==> config.mk <==
export PLATFORM = sky130hd
export DESIGN_NAME = dual_actuator_cycle_sequencer
export DESIGN_NICKNAME = d
export VERILOG_FILES = /design/src/design/dacs_pkg.sv /design/src/design/dacs_cfg_regs.sv /design/src/design/dacs_chan_core.sv /design/src/design/dual_actuator_cycle_sequencer.sv
export SDC_FILE = /design/constraint.sdc
export NUM_CORES = 1
export LEC_CHECK = 0
export ABC_AREA = 1
export BUFFER_PORTS_ARGS = -buffer_cell sky130_fd_sc_hd__buf_2
export CELL_PAD_IN_SITES_DETAIL_PLACEMENT = 0
export CELL_PAD_IN_SITES_GLOBAL_PLACEMENT = 1
export CORE_MARGIN = 2
export CORE_UTILIZATION = 40
export DETAILED_ROUTE_END_ITERATION = 12
export PLACE_DENSITY_LB_ADDON = 0.08
export SETUP_SLACK_MARGIN = 0.2
export SYNTH_ARGS = -nofsm -noshare
export SYNTH_HDL_FRONTEND = slang
export SYNTH_HIERARCHICAL = 1
export SYNTH_SLANG_ARGS = --single-unit
==> constraint.sdc <==
create_clock -name aclk -period 8.25 [get_ports aclk]
set_input_delay 1.65 -clock aclk [delete_from_list [all_inputs] [get_ports aclk]]
set_output_delay 1.65 -clock aclk [all_outputs]
set_load 0.01 [all_outputs]
==> src/design/dacs_pkg.sv <==
`timescale 1ns / 1ps
`default_nettype none
// ----------------------------------------------------------------------------
// dacs_pkg
// Shared types and constants for the dual actuator cycle sequencer.
// ----------------------------------------------------------------------------
package dacs_pkg;

    // Default channel count and the number of channels the packed registers hold
    localparam int DEF_NUM_CHANNELS = 3;
    localparam int PACKED_CHANNELS  = 3;

    // Field widths
    localparam int CH_W      = 2;
    localparam int IR_W      = 8;
    localparam int TIME_W    = 32;
    localparam int TYPE_W    = 8;
    localparam int RND_W     = 2;
    localparam int PERIOD_W  = 8;
    localparam int OFFSET_W  = 16;
    localparam int ON_MS_W   = 18;
    localparam int LIMIT_W   = 19;

    // Configuration port
    localparam int CFG_IDX_W  = 4;
    localparam int CFG_DATA_W = 48;
    localparam int PACK8_W    = 24;
    localparam int PACK16_W   = 48;

    localparam logic [CFG_IDX_W-1:0] CFG_THRESHOLDS = 4'd0;
    localparam logic [CFG_IDX_W-1:0] CFG_ON_PERIODS = 4'd1;
    localparam logic [CFG_IDX_W-1:0] CFG_FULL_PERIODS = 4'd2;
    localparam logic [CFG_IDX_W-1:0] CFG_OFFSETS = 4'd3;

    // Action type codes
    localparam logic [TYPE_W-1:0] TYPE_STAGGER_A = 8'd1;
    localparam logic [TYPE_W-1:0] TYPE_STAGGER_B = 8'd2;
    localparam logic [TYPE_W-1:0] TYPE_RANDOM    = 8'd255;

    localparam int MS_PER_S = 1000;

    // Stream packing
    localparam int S_TDATA_W = 56;
    localparam int M_TDATA_W = 8;

    // Configuration register set handed to the channel core
    typedef struct packed {
        logic [PACK8_W-1:0]  thresholds;
        logic [PACK8_W-1:0]  on_periods;
        logic [PACK8_W-1:0]  full_periods;
        logic [PACK16_W-1:0] offsets;
    } cfg_regs_t;

endpackage : dacs_pkg
`default_nettype wire

==> src/design/dacs_cfg_regs.sv <==
`timescale 1ns / 1ps
`default_nettype none
// ----------------------------------------------------------------------------
// dacs_cfg_regs
// Configuration register file: thresholds, periods and stagger offsets.
// ----------------------------------------------------------------------------
module dacs_cfg_regs
    import dacs_pkg::*;
(
    input  wire logic                  aclk,
    input  wire logic                  aresetn,
    input  wire logic                  cfg_valid,
    output logic                       cfg_ready,
    input  wire logic [CFG_IDX_W-1:0]  cfg_index,
    input  wire logic [CFG_DATA_W-1:0] cfg_data,
    output cfg_regs_t                  cfg_out
);

    cfg_regs_t regs_reg;

    // The user must issue writes only while idle; the block does not enforce this, and the port never stalls
    assign cfg_ready = 1'b1;
    assign cfg_out   = regs_reg;

    // Register write decode; unknown indexes are dropped
    always_ff @(posedge aclk) begin
        if (!aresetn) begin
            regs_reg <= '0;
        end else if (cfg_valid) begin
            unique case (cfg_index)
                CFG_THRESHOLDS:   regs_reg.thresholds   <= cfg_data[PACK8_W-1:0];
                CFG_ON_PERIODS:   regs_reg.on_periods   <= cfg_data[PACK8_W-1:0];
                CFG_FULL_PERIODS: regs_reg.full_periods <= cfg_data[PACK8_W-1:0];
                CFG_OFFSETS:      regs_reg.offsets      <= cfg_data[PACK16_W-1:0];
                default: ;
            endcase
        end
    end

endmodule : dacs_cfg_regs
`default_nettype wire

==> src/design/dacs_chan_core.sv <==
`timescale 1ns / 1ps
`default_nettype none
// ----------------------------------------------------------------------------
// dacs_chan_core
// Per-channel arm/cycle state and the single-pass update of one request.
// ----------------------------------------------------------------------------
module dacs_chan_core
    import dacs_pkg::*;
#(
    parameter int NUM_CHANNELS = DEF_NUM_CHANNELS
) (
    input  wire logic              aclk,
    input  wire logic              aresetn,
    input  wire logic              step_en,
    input  wire logic [CH_W-1:0]   channel,
    input  wire logic [IR_W-1:0]   ir_level,
    input  wire logic [TIME_W-1:0] time_ms,
    input  wire logic [TYPE_W-1:0] requested_type,
    input  wire logic [RND_W-1:0]  random_type,
    input  wire cfg_regs_t         cfg,
    output logic                   drive_a,
    output logic                   drive_b
);

    localparam int IDX_W = (NUM_CHANNELS > 1) ? $clog2(NUM_CHANNELS) : 1;

    logic                armed_reg     [NUM_CHANNELS];
    logic                cycling_reg   [NUM_CHANNELS];
    logic [TIME_W-1:0]   start_reg     [NUM_CHANNELS];
    logic                lead_b_reg    [NUM_CHANNELS];
    logic [OFFSET_W-1:0] offset_reg    [NUM_CHANNELS];
    logic [1:0]          drive_reg     [NUM_CHANNELS];

    logic [3:0]          ch_ext;
    logic [IDX_W-1:0]    idx;
    logic                ch_ok;

    logic [IR_W-1:0]     thr;
    logic [PERIOD_W-1:0] on_s;
    logic [PERIOD_W-1:0] full_s;
    logic [OFFSET_W-1:0] cfg_off;

    logic [TYPE_W-1:0]   eff_type;
    logic [TIME_W-1:0]   elapsed;
    logic [ON_MS_W-1:0]  on_ms;
    logic [ON_MS_W-1:0]  full_ms;
    logic [LIMIT_W-1:0]  full_lim;
    logic [LIMIT_W-1:0]  on_lim;
    logic [1:0]          lead_mask;
    logic [1:0]          trail_mask;

    logic                armed_next;
    logic                cycling_next;
    logic [TIME_W-1:0]   start_next;
    logic                lead_b_next;
    logic [OFFSET_W-1:0] offset_next;
    logic [1:0]          drive_next;

    assign ch_ext = {{(4-CH_W){1'b0}}, channel};
    assign idx    = ch_ext[IDX_W-1:0];
    assign ch_ok  = ch_ext < 4'(NUM_CHANNELS);

    // Per-channel fields of the packed registers; channels past the pack read 0
    always_comb begin
        thr     = '0;
        on_s    = '0;
        full_s  = '0;
        cfg_off = '0;
        case (channel)
            2'd0: begin
                thr     = cfg.thresholds[7:0];
                on_s    = cfg.on_periods[7:0];
                full_s  = cfg.full_periods[7:0];
                cfg_off = cfg.offsets[15:0];
            end
            2'd1: begin
                thr     = cfg.thresholds[15:8];
                on_s    = cfg.on_periods[15:8];
                full_s  = cfg.full_periods[15:8];
                cfg_off = cfg.offsets[31:16];
            end
            2'd2: begin
                thr     = cfg.thresholds[23:16];
                on_s    = cfg.on_periods[23:16];
                full_s  = cfg.full_periods[23:16];
                cfg_off = cfg.offsets[47:32];
            end
            default: ;
        endcase
    end

    // Limits and elapsed time
    assign on_ms    = ON_MS_W'(on_s) * ON_MS_W'(MS_PER_S);
    assign full_ms  = ON_MS_W'(full_s) * ON_MS_W'(MS_PER_S);
    assign full_lim = LIMIT_W'(full_ms) + LIMIT_W'(offset_reg[idx]);
    assign on_lim   = LIMIT_W'(on_ms) + LIMIT_W'(offset_reg[idx]);
    assign elapsed  = time_ms - start_reg[idx];
    assign eff_type = (requested_type == TYPE_RANDOM) ? TYPE_W'(random_type)
                                                       : requested_type;
    assign lead_mask  = lead_b_reg[idx] ? 2'b10 : 2'b01;
    assign trail_mask = lead_b_reg[idx] ? 2'b01 : 2'b10;

    // Next state of the addressed channel
    always_comb begin
        armed_next   = armed_reg[idx] | (ir_level > thr);
        cycling_next = cycling_reg[idx];
        start_next   = start_reg[idx];
        lead_b_next  = lead_b_reg[idx];
        offset_next  = offset_reg[idx];
        drive_next   = drive_reg[idx];
        if (armed_next) begin
            if (!cycling_reg[idx]) begin
                // Start of a cycle: latch the type and switch the leader on
                lead_b_next  = (eff_type == TYPE_STAGGER_B);
                offset_next  = ((eff_type == TYPE_STAGGER_A) ||
                                (eff_type == TYPE_STAGGER_B)) ? cfg_off : '0;
                cycling_next = 1'b1;
                start_next   = time_ms;
                drive_next   = drive_reg[idx] |
                               ((eff_type == TYPE_STAGGER_B) ? 2'b10 : 2'b01);
            end else if (elapsed > TIME_W'(full_lim)) begin
                cycling_next = 1'b0;
                armed_next   = 1'b0;
            end else if (elapsed > TIME_W'(on_lim)) begin
                drive_next = 2'b00;
            end else if (elapsed > TIME_W'(on_ms)) begin
                drive_next = drive_reg[idx] & ~lead_mask;
            end else if (elapsed > TIME_W'(offset_reg[idx])) begin
                drive_next = drive_reg[idx] | trail_mask;
            end
        end
    end

    assign drive_a = ch_ok & drive_next[0];
    assign drive_b = ch_ok & drive_next[1];

    // State write-back for in-range channels
    always_ff @(posedge aclk) begin
        if (!aresetn) begin
            for (int i = 0; i < NUM_CHANNELS; i++) begin
                armed_reg[i]   <= 1'b0;
                cycling_reg[i] <= 1'b0;
                start_reg[i]   <= '0;
                lead_b_reg[i]  <= 1'b0;
                offset_reg[i]  <= '0;
                drive_reg[i]   <= '0;
            end
        end else if (step_en && ch_ok) begin
            armed_reg[idx]   <= armed_next;
            cycling_reg[idx] <= cycling_next;
            start_reg[idx]   <= start_next;
            lead_b_reg[idx]  <= lead_b_next;
            offset_reg[idx]  <= offset_next;
            drive_reg[idx]   <= drive_next;
        end
    end

endmodule : dacs_chan_core
`default_nettype wire

==> src/design/dual_actuator_cycle_sequencer.sv <==
`timescale 1ns / 1ps
`default_nettype none
// A request passes through the input register and one pass of channel logic
//   into the result register, which holds it until the receiver takes it.
// Throughput: one request per cycle while the result stream is not stalled; the per-channel
//   state is written back in the same cycle the result register loads, so requests follow back to back.
// Reset: synchronous, active low; clears all channel state, configuration registers and valids.
// ----------------------------------------------------------------------------
// dual_actuator_cycle_sequencer
// Streams per-channel IR updates and reports the two actuator drives.
// ----------------------------------------------------------------------------
module dual_actuator_cycle_sequencer
    import dacs_pkg::*;
#(
    parameter int NUM_CHANNELS = DEF_NUM_CHANNELS
) (
    input  wire logic                  aclk,
    input  wire logic                  aresetn,
    // Configuration write channel
    input  wire logic                  cfg_valid,
    output logic                       cfg_ready,
    input  wire logic [CFG_IDX_W-1:0]  cfg_index,
    input  wire logic [CFG_DATA_W-1:0] cfg_data,
    // Request stream
    input  wire logic                  s_tvalid,
    output logic                       s_tready,
    // [7:0] ir_level, [39:8] time_ms, [47:40] requested_type,
    // [49:48] random_type, [55:50] zero
    input  wire logic [S_TDATA_W-1:0]  s_tdata,
    // [1:0] channel
    input  wire logic [CH_W-1:0]       s_tuser,
    // Result stream
    output logic                       m_tvalid,
    input  wire logic                  m_tready,
    // [0] drive_a, [1] drive_b, [7:2] zero
    output logic [M_TDATA_W-1:0]       m_tdata,
    // [1:0] out_channel
    output logic [CH_W-1:0]            m_tuser
);

    cfg_regs_t         cfg;

    logic              in_valid_reg;
    logic              in_valid_next;
    logic [CH_W-1:0]   ch_reg;
    logic [IR_W-1:0]   ir_reg;
    logic [TIME_W-1:0] time_reg;
    logic [TYPE_W-1:0] req_reg;
    logic [RND_W-1:0]  rnd_reg;

    logic              out_valid_reg;
    logic              out_valid_next;
    logic [CH_W-1:0]   out_ch_reg;
    logic              drive_a_reg;
    logic              drive_b_reg;

    logic              advance;
    logic              process;
    logic              s_accept;
    logic              drive_a;
    logic              drive_b;

    dacs_cfg_regs u_cfg (
        .aclk      (aclk),
        .aresetn   (aresetn),
        .cfg_valid (cfg_valid),
        .cfg_ready (cfg_ready),
        .cfg_index (cfg_index),
        .cfg_data  (cfg_data),
        .cfg_out   (cfg)
    );

    dacs_chan_core #(
        .NUM_CHANNELS (NUM_CHANNELS)
    ) u_core (
        .aclk           (aclk),
        .aresetn        (aresetn),
        .step_en        (process),
        .channel        (ch_reg),
        .ir_level       (ir_reg),
        .time_ms        (time_reg),
        .requested_type (req_reg),
        .random_type    (rnd_reg),
        .cfg            (cfg),
        .drive_a        (drive_a),
        .drive_b        (drive_b)
    );

    // Pipeline flow control
    assign advance  = !out_valid_reg || m_tready;
    assign process  = in_valid_reg && advance;
    assign s_tready = !in_valid_reg || advance;
    assign s_accept = s_tvalid && s_tready;

    assign in_valid_next  = s_accept ? 1'b1 : (process ? 1'b0 : in_valid_reg);
    assign out_valid_next = process ? 1'b1 : (m_tready ? 1'b0 : out_valid_reg);

    // Valid flags
    always_ff @(posedge aclk) begin
        if (!aresetn) begin
            in_valid_reg  <= 1'b0;
            out_valid_reg <= 1'b0;
        end else begin
            in_valid_reg  <= in_valid_next;
            out_valid_reg <= out_valid_next;
        end
    end

    // Input register
    always_ff @(posedge aclk) begin
        if (s_accept) begin
            ch_reg   <= s_tuser;
            ir_reg   <= s_tdata[7:0];
            time_reg <= s_tdata[39:8];
            req_reg  <= s_tdata[47:40];
            rnd_reg  <= s_tdata[49:48];
        end
    end

    // Result register
    always_ff @(posedge aclk) begin
        if (process) begin
            out_ch_reg  <= ch_reg;
            drive_a_reg <= drive_a;
            drive_b_reg <= drive_b;
        end
    end

    assign m_tvalid = out_valid_reg;
    assign m_tuser  = out_ch_reg;
    assign m_tdata  = {{(M_TDATA_W-2){1'b0}}, drive_b_reg, drive_a_reg};

    // Nothing is presented while in reset or just out of it
    a_no_valid_after_reset: assert property (@(posedge aclk)
        !aresetn |=> !m_tvalid)
        else $error("result valid right after reset");

    // A request taken from the input register lands in the result register
    a_process_fills_out: assert property (@(posedge aclk) disable iff (!aresetn)
        process |=> (m_tvalid && (m_tuser == $past(ch_reg))))
        else $error("processed request missing from result register");

    // Channels beyond the configured count report both drives off
    a_out_of_range_off: assert property (@(posedge aclk) disable iff (!aresetn)
        (m_tvalid && ({2'b00, m_tuser} >= 4'(NUM_CHANNELS))) |-> (m_tdata[1:0] == 2'b00))
        else $error("drive reported for a channel that does not exist");

    // A stalled result with a full input register blocks new requests
    a_full_blocks_input: assert property (@(posedge aclk) disable iff (!aresetn)
        (in_valid_reg && m_tvalid && !m_tready) |-> !s_tready)
        else $error("request accepted with no room in the pipeline");

endmodule : dual_actuator_cycle_sequencer
`default_nettype wire

==> run_results.csv, run 1 <==
group,metric,value,unit
sta,fin_setup_tns,0,ps
final_layout,largest_reg_flops,128,
drt,drc,0,
floorplan,core,63100,um2
sta,clock.fmax,132,MHz
synth,synthDominantAreaCellType,"edfxtp_1",
clock_network,clkTransAtPathRegs,50,ps
sta,timing.final.ws_setup,698,ps
min_path,hold_class,"flop to flop",
place,hpwl,52700,um
floorplan,die_area,65800,um2
global_route,grt_max_degree,77,
clock_network,clockBufferDepth,3,
setup_path,rr_endpoint,"u_core/armed_reg[2]$_DFF_P_",
place,globalplace.congestion,0.896,
drt,drtPass1Iterations,7,
final_layout,fin_cells,4280,
final_layout,stdcell_area,29100,um2
drt,num_vias,21012,
place,placed_cells,4184,
final_layout,nNetsFinal,3761,
sta,drv_slew,0,
setup_path,end_kind,"flop",
global_route,antenna_found_initial,0,
global_route,grt_pass1_vias,20593,
synth,seq_area_frac_synth,40.8,%
drt,routed_wl,74900,um
synth,ys_seq_elements,390,
drt,first_iter_violations,1406,
min_path,min_from,"u_core/cycling_reg[2]$_DFF_P_",
final_layout,syn2layout_area_growth,14.2,%
run,maxCapViolations,0,
drt,routedWlPerCell,17.5,um
synth,yosysMostFrequentCell,"nand2_1",
place,port_buffers,114,
sta,tightest_slew,1240,ps
synth,ys.flop_type,"edfxtp_1",
synth,synth_top_area_share,30.5,%
drt,postRouteAntennaNets,0,
sta,slew_headroom,16.8,%
floorplan,io_pins,128,
power,vdd_ir_drop_max,0.000157,V
power,leakagePower,0.0139,uW
clock_network,cts_sinks,390,
synth,synth_edf_count,259,
floorplan,die_h,257,um
setup_path,r2r-start,"ch_reg[1]$_DFFE_PP_",
global_route,grt_pass1_wl,116000,um
clock_network,cts_tree,"built",
clock_network,cts-htree-levels,2,
power,power.density,192,nW/um2
floorplan,start_util,40.4,%
clock_network,root_buffer,"clkbuf_16",
synth,yosys_warnings,6,
clock_network,cts_made_buffers,46,
sta,period_needed,7550,ps
synth,synth.top_cells.by_area,"edfxtp_1 30%, nand2_1 11%, dfxtp_1 10%",
floorplan,rows,92,
sta,hold_viol_final,0,
final_layout,drive_gt1_share,10.6,%
min_path,min_to,"u_core/cycling_reg[2]$_DFF_P_",
synth,synth_commonest_cells,"777 x nand2_1, 583 x inv_1, 391 x nor2_1",
setup_path,crit_top_cell,"nand2_1",
synth,synth_cell_types,51,
sta,setup_violations,0,
setup_path,critPathSlowestCell,"fa_1",
place,place_area,27400,um2
setup_path,worst_ep_arrival_time,8060,ps
clock_network,clock_latency,600,ps
final_layout,n_antenna_cell,0,
min_path,hold_path_depth,2,
outcome,status,"complete, no violations",
setup_path,cp-start-kind,"flop",
setup_path,path_buf_inv,9,
synth,async_reset_ff_share,0,%
setup_path,reg2reg_depth,43,
synth,synth_area_per_cell,7.90,um2
setup_path,slowest_delay,540,ps
sta,final.period_utilization,91.5,%
setup_path,path_class,"flop to flop",
setup_path,crit_family,"adder cells",
floorplan,die-width,257,um
synth,syn-instance-count,3228,
synth,syn_area,25500,um2
sta,clock_skew,27.0,ps
setup_path,required,8760,ps
setup_path,crit_fanout,8,
setup_path,rrSetupSlack,700,ps
global_route,overflow,0,
place,place_ws,366,ps
global_route,track_usage,22.4,%
sta,rsz0062_at_grt,"false",
drt,detail_route.vias_per_cell,4.91,
## what timing repair did
action | 4_1_cts | 5_1_grt
buffers inserted | 0 | 9
endpoints found under the setup margin | 0 | 18
resized for setup | 0 | 42
hold buffers | 0 | 0
## kinds of logic (layout without fill, tap and decap cells)
| kind of cell | after synthesis | after routing | synth area share [%] |
|---|---|---|---|
| simple gates | 1421 | 1424 | 23.1 |
| buf+inv | 760 | 906 | 11.6 |
| fa+ha+maj | 248 | 248 | 13.5 |
| compound gates | 343 | 343 | 8.78 |
| xor+xnor | 63 | 63 | 2.16 |
| other cells | 3 | 60 | 0.0441 |
| flops | 390 | 390 | 40.8 |
## worst max path at each step
stage	cells after the start	endpoint	start
2_1_floorplan	47	drive_a_reg$_DFFE_PP_	ch_reg[0]$_DFFE_PP_
3_3_place_gp	48	u_core/drive_reg[0][0]$_SDFFCE_PN0P_	ch_reg[1]$_DFFE_PP_
3_5_place_dp	44	drive_a_reg$_DFFE_PP_	ch_reg[0]$_DFFE_PP_
4_1_cts	44	drive_b_reg$_DFFE_PP_	ch_reg[0]$_DFFE_PP_
5_1_grt	43	u_core/armed_reg[2]$_DFF_P_	ch_reg[1]$_DFFE_PP_
6_report	43	u_core/armed_reg[2]$_DFF_P_	ch_reg[1]$_DFFE_PP_
## report_power, final
group	internal, uW	switching (uW)	total, uW
sequential	2190	33.8	2220
combinational	452	908	1360
clock	1190	834	2020
## final cells by class
cell class                 count  area [um2]
tap                          846        1060
multi-input combinational   2138       12600
fill                        6494       34000
clock buffer                  68        1300
inverter                     628        2360
timing repair buffer         194        1240
sequential                   390       10400
clock inverter                16         198
## worst reg2reg max path: cells and delay by family, from the launching register on
| kind | cells | cell delay, ps |
|---|---|---|
| buffers and inverters | 9 | 1150 |
| AO/OA/AOI/OAI | 11 | 1590 |
| XOR/XNOR | 2 | 340 |
| adder cells (fa/ha/maj) | 7 | 2950 |
| AND/OR/NAND/NOR | 14 | 1050 |
| flip-flops | 1 | 410 |
## per-stage QoR
step / total power [uW] / utilization [%] / hold slack (ps)
2_1_floorplan: 3180 / - / 435
4_1_cts: 5660 / 45.7 / 465
3_5_place_dp: 3600 / 43.4 / 455
6_report: 5610 / 46.2 / 468
3_3_place_gp: 3580 / 43.4 / 447
5_1_grt: 5940 / 46.2 / 499
## layout by cell type (no fill, tap or decap), types with 43 or more instances in the layout
| master | n |
|---|---|
| clkbuf_16 | 47 |
| conb_1 | 60 |
| nand3_1 | 67 |
| a221oi_1 | 43 |
| dfxtp_1 | 131 |
| nor2_1 | 390 |
| nand2_1 | 773 |
| edfxtp_1 | 259 |
| inv_1 | 578 |
| fa_1 | 46 |
| a21oi_1 | 101 |
| buf_4 | 76 |
| ha_1 | 199 |
| inv_2 | 46 |
| buf_2 | 113 |
| xor2_1 | 43 |
| nand4_1 | 130 |
## per-layer routing
layer  track usage, %  wire [um]
met1             30.5      34500
met5                0          0
met2             38.2      36000
met3             2.79       3060
met4             4.91       1300
Note: power is estimated with default switching activity, not from simulation.
==> inputs of run 2 (changes only) <==
- GPL_TIMING_DRIVEN: unset -> 0
==> run 2 against run 1 <==
  * Global-route usage grew 1.2 points
  * Sequential share of layout area shrank 1.0 points
  * Worst setup slack lost 310 ps
==> run_results.csv, run 2 (same netlist as run 1, synthesis figures left out) <==
group,metric,value,unit
outcome,status,"complete, no violations",
power,total_power,5600,uW
clock_network,clkTransAtPathRegs,60,ps
setup_path,crit_family,"adder cells",
setup_path,rrSetupSlack,390,ps
place,globalplace.congestion,0.906,
power,leakagePower,0.0143,uW
drt,drtPass1Iterations,5,
final_layout,layout_commonest_cell,"nand2_1",
place,placed_cells,4246,
place,hpwl,60600,um
clock_network,cts_sinks,390,
sta,period_needed,7860,ps
min_path,hold_path_depth,2,
clock_network,clockBufferDepth,3,
global_route,grt_pass1_wl,120000,um
sta,hold_viol_final,0,
final_layout,fillers,6474,
clock_network,cts_made_buffers,45,
sta,setup_violations,0,
setup_path,slowest_delay,540,ps
sta,final.period_utilization,95.3,%
final_layout,largest_reg_flops,128,
clock_network,root_buffer,"clkbuf_16",
place,port_buffers,114,
drt,num_vias,21569,
clock_network,cts_hold_buf,0,
final_layout,n_antenna_cell,0,
drt,detail_route.vias_per_cell,4.92,
sta,rsz0062_at_grt,"true",
power,vdd_ir_drop_max,0.000146,V
setup_path,end_kind,"flop",
setup_path,required,8690,ps
drt,drc,0,
clock_network,cts_tree,"built",
floorplan,die-width,257,um
floorplan,io_pins,128,
sta,clock_skew,23.3,ps
sta,drv_slew,0,
setup_path,path_class,"flop to flop",
clock_network,cts-htree-levels,2,
sta,slew_headroom,1.42,%
sta,clock.fmax,127,MHz
drt,routedWlPerCell,17.9,um
setup_path,path_buf_inv,10,
drt,postRouteAntennaNets,0,
setup_path,r2r-start,"ch_reg[1]$_DFFE_PP_",
floorplan,die_area,65800,um2
setup_path,critPathSlowestCell,"fa_1",
floorplan,start_util,40.4,%
place,place_area,27400,um2
floorplan,die_h,257,um
min_path,hold_class,"flop to flop",
final_layout,nNetsFinal,3865,
final_layout,stdcell_area,30000,um2
power,power.density,187,nW/um2
final_layout,final_cell_mix,"761 x nand2_1, 574 x inv_1, 383 x nor2_1",
clock_network,clock_latency,600,ps
global_route,track_usage,23.7,%
global_route,antenna_found_initial,1,
drt,routed_wl,78600,um
setup_path,crit_top_cell,"nand2_1",
final_layout,syn2layout_area_growth,17.6,%
final_layout,seq_area,10400,um2
setup_path,worst_ep_arrival_time,8300,ps
final_layout,fin_cells,4383,
sta,whs,473,ps
min_path,min_from,"u_core/cycling_reg[2]$_DFF_P_",
global_route,grt_pass1_vias,21147,
run,maxCapViolations,0,
global_route,overflow,0,
floorplan,rows,92,
sta,tightest_slew,1480,ps
setup_path,crit_fanout,7,
setup_path,cp-start-kind,"flop",
setup_path,reg2reg_depth,48,
final_layout,drive_gt1_share,13.1,%
setup_path,rr_endpoint,"drive_a_reg$_DFFE_PP_",
floorplan,core,63100,um2
drt,first_iter_violations,1237,
min_path,min_to,"u_core/cycling_reg[2]$_DFF_P_",
setup_path,cp-startpoint,"ch_reg[1]$_DFFE_PP_",
final_layout,multi_input_area,12900,um2
global_route,grt_max_degree,54,
## run 2: changes by cell type in the layout (fill, tap and decap cells not counted), moves of 10 or more
| cell | previous run | this run |
|---|---|---|
| a21oi_1 | 101 | 90 |
| buf_4 | 76 | 66 |
| buf_1 | 0 | 13 |
| nand2_1 | 773 | 761 |
| buf_2 | 113 | 149 |
| clkbuf_1 | 16 | 67 |
## run 2: what timing repair did
item / in CTS / in global routing
setup buffers: 21 / 35
gates resized for setup: 93 / 89
endpoints found under the hold margin: 0 / 0
pin swaps: 22 / 55
endpoints found under the setup margin: 18 / 18
gates cloned: 0 / 0
## run 2: worst max path at each step
stage,end,depth (start not counted),slack (ps)
after floorplan,drive_a_reg$_DFFE_PP_,47,380
after global placement,drive_b_reg$_DFFE_PP_,48,-1980
after detailed placement,drive_b_reg$_DFFE_PP_,48,-2080
after CTS,drive_a_reg$_DFFE_PP_,45,200
after global routing,drive_a_reg$_DFFE_PP_,47,-30
final,drive_a_reg$_DFFE_PP_,48,390
## run 2: worst min-delay path: stages, from the launching register on
cell     delay, ps
dfxtp_1        300
inv_1           60
o21ai_1         70
## run 2: power by group
| part | switching, uW | internal (uW) |
|---|---|---|
| Combinational | 947 | 492 |
| Sequential | 35.9 | 2190 |
| Clock | 824 | 1120 |
## run 2: stage by stage
stage / worst slack, ps / TNS, ps / util [%]
after floorplan: 382 / 0 / -
after global placement: -1980 / -31340 / 43.4
final: 386 / 0 / 47.6
after detailed placement: -2080 / -33120 / 43.4
after CTS: 202 / 0 / 46.6
after global routing: -34.7 / -244 / 47.6
## run 2: cell type report
class / instances / share of cell area (%)
multi-input combinational: 2135 / 43.1
sequential: 390 / 34.7
inverter: 628 / 7.88
clock buffer: 64 / 4.26
tap: 846 / 3.53
timing repair buffer: 171 / 3.44
buffer: 131 / 2.54
clock inverter: 18 / 0.546
## run 2: metal layers
metal  track usage (%)  wire (um)  vias to the layer above
met5                 0          0                        -
met4              7.43       2370                        0
met3              3.29       3940                      125
met2              39.3      36500                      463
met1              31.9      35900                    10096
li1                  -          -                    10885
==> inputs of run 3 (changes only) <==
- CAP_MARGIN: unset -> 20
- CORE_UTILIZATION: 40 -> 25
- PLACE_DENSITY: unset -> 0.51
- PLACE_DENSITY_LB_ADDON: 0.08 -> unset
==> run 3 against run 2 <==
  * Critical endpoint unchanged
  * Worst hold slack worse by 8.0 ps
  * Worst setup slack better by 120 ps
  * Largest power group unchanged
  * Global-route usage down 7.2 points
  * Largest cell class unchanged
  * Highest routed layer unchanged
==> run_results.csv, run 3 (same netlist as run 1, synthesis figures left out) <==
group,metric,value,unit
outcome,status,"complete, no violations",
min_path,hold_path_depth,2,
setup_path,end_kind,"flop",
floorplan,rows,117,
drt,first_iter_violations,1229,
setup_path,reg2reg_depth,47,
min_path,min_to,"u_core/cycling_reg[2]$_DFF_P_",
sta,setup_violations,0,
power,total_power,5800,uW
final_layout,layout_commonest_cell,"nand2_1",
setup_path,path_class,"flop to flop",
drt,drtPass1Iterations,7,
drt,postRouteAntennaNets,0,
floorplan,core,101000,um2
floorplan,die_area,105000,um2
clock_network,clock_latency,620,ps
final_layout,syn2layout_area_growth,21.4,%
global_route,track_usage,16.5,%
global_route,grt_max_degree,52,
clock_network,clkTransAtPathRegs,60,ps
global_route,overflow,0,
clock_network,root_buffer,"clkbuf_16",
power,vdd_ir_drop_max,0.000134,V
min_path,hold_class,"flop to flop",
drt,detail_route.vias_per_cell,4.30,
floorplan,start_util,25.1,%
sta,period_needed,7740,ps
power,power.density,187,nW/um2
sta,hold_viol_final,0,
setup_path,required,8590,ps
clock_network,cts_sinks,390,
setup_path,worst_ep_arrival_time,8080,ps
clock_network,clockBufferDepth,3,
sta,slew_headroom,31.0,%
final_layout,final_core_utilization,30.5,%
sta,drv_slew,0,
final_layout,final_cell_mix,"757 x nand2_1, 564 x inv_1, 387 x nor2_1",
drt,num_vias,21193,
final_layout,largest_reg_flops,128,
sta,tightest_slew,1030,ps
power,leakagePower,0.0144,uW
final_layout,stdcell_area,31000,um2
setup_path,crit_top_cell,"nand2_1",
drt,drc,0,
floorplan,io_pins,128,
sta,whs,465,ps
setup_path,critPathSlowestCell,"fa_1",
final_layout,fillers,11008,
global_route,antenna_found_initial,0,
drt,routed_wl,86300,um
sta,clock_skew,36.7,ps
floorplan,die_h,323,um
final_layout,drive_gt1_share,13.8,%
sta,final.period_utilization,93.8,%
global_route,grt_pass1_wl,128000,um
place,place_area,28100,um2
clock_network,cts_tree,"built",
setup_path,crit_fanout,7,
setup_path,rrSetupSlack,510,ps
min_path,min_from,"u_core/cycling_reg[2]$_DFF_P_",
floorplan,die-width,323,um
place,port_buffers,114,
final_layout,n_antenna_cell,0,
run,maxCapViolations,0,
sta,clock.fmax,129,MHz
drt,routedWlPerCell,17.5,um
place,globalplace.congestion,0.823,
place,hpwl,66600,um
clock_network,cts_made_buffers,47,
clock_network,cts-htree-levels,2,
setup_path,cp-start-kind,"flop",
setup_path,rr_endpoint,"drive_a_reg$_DFFE_PP_",
final_layout,nNetsFinal,3881,
global_route,grt_pass1_vias,20690,
setup_path,r2r-start,"ch_reg[0]$_DFFE_PP_",
setup_path,slowest_delay,570,ps
sta,rsz0062_at_grt,"true",
run 3: changes by cell type in the layout (fill, tap and decap cells not counted), sizes merged:
cell | previous run | this run
clkbuf | 121 | 126
bufinv | 1 | 4
clkinv | 15 | 16
inv | 629 | 630
clkinvlp | 1 | 0
buf | 245 | 254
bufbuf | 0 | 1
run 3: critical path: cells and delay by family (launching register included):
kind | cells | cell delay (ps)
adder cells (fa/ha/maj) | 7 | 2840
AO/OA/AOI/OAI | 12 | 1690
AND/OR/NAND/NOR | 17 | 1190
XOR/XNOR | 2 | 400
flip-flops | 1 | 430
buffers and inverters | 9 | 890
run 3: per-layer routing:
layer  GRT usage, %  wire length [um]  vias to the layer above
li1               -                 -                    10906
met1           21.8             40300                     9894
met2           28.7             41900                      311
met3           1.75              2520                       82
met4           3.95              1610                        0
met5              0                 0                        -
run 3: what timing repair did:
item / in CTS / in global routing
resized for setup: 101 / 88
gates cloned: 1 / 1
hold buffers: 0 / 0
pin swaps: 24 / 60
hold endpoints to repair: 0 / 0
endpoints found under the setup margin: 18 / 18
setup buffers: 23 / 43
run 3: per-stage QoR:
step / setup WS [ps] / TNS, ps / std cells
floorplan: 382 / 0 / 3285
global placement: -2630 / -39850 / 4767
detailed placement: -2570 / -39160 / 4771
CTS: 206 / 0 / 4880
global route: 106 / 0 / 4924
finish: 508 / 0 / 4924
run 3: worst max-delay path by stage:
stage                         from               endpoint  slack [ps]  depth (start not counted)
2_1_floorplan  ch_reg[0]$_DFFE_PP_  drive_a_reg$_DFFE_PP_         380                         47
3_3_place_gp   ch_reg[0]$_DFFE_PP_  drive_a_reg$_DFFE_PP_       -2630                         48
3_5_place_dp   ch_reg[0]$_DFFE_PP_  drive_a_reg$_DFFE_PP_       -2570                         48
4_1_cts        ch_reg[0]$_DFFE_PP_  drive_b_reg$_DFFE_PP_         210                         46
5_1_grt        ch_reg[0]$_DFFE_PP_  drive_b_reg$_DFFE_PP_         110                         48
6_report       ch_reg[0]$_DFFE_PP_  drive_a_reg$_DFFE_PP_         510                         47
run 3: cell type report:
class,count,area (um2),share of cell area (%)
multi-input cells,2135,12900,41.8
flip-flops and latches,390,10400,33.6
inverters,628,2360,7.64
well taps,1368,1710,5.53
clock buffers,65,1320,4.28
repair buffers,186,1210,3.90
plain buffers,130,779,2.52
clock inverters,22,229,0.740
run 3: where the power goes:
group | switching (uW) | internal [uW]
clock | 859 | 1250
sequential | 37.8 | 2190
combinational | 971 | 493
total | 1870 | 3930
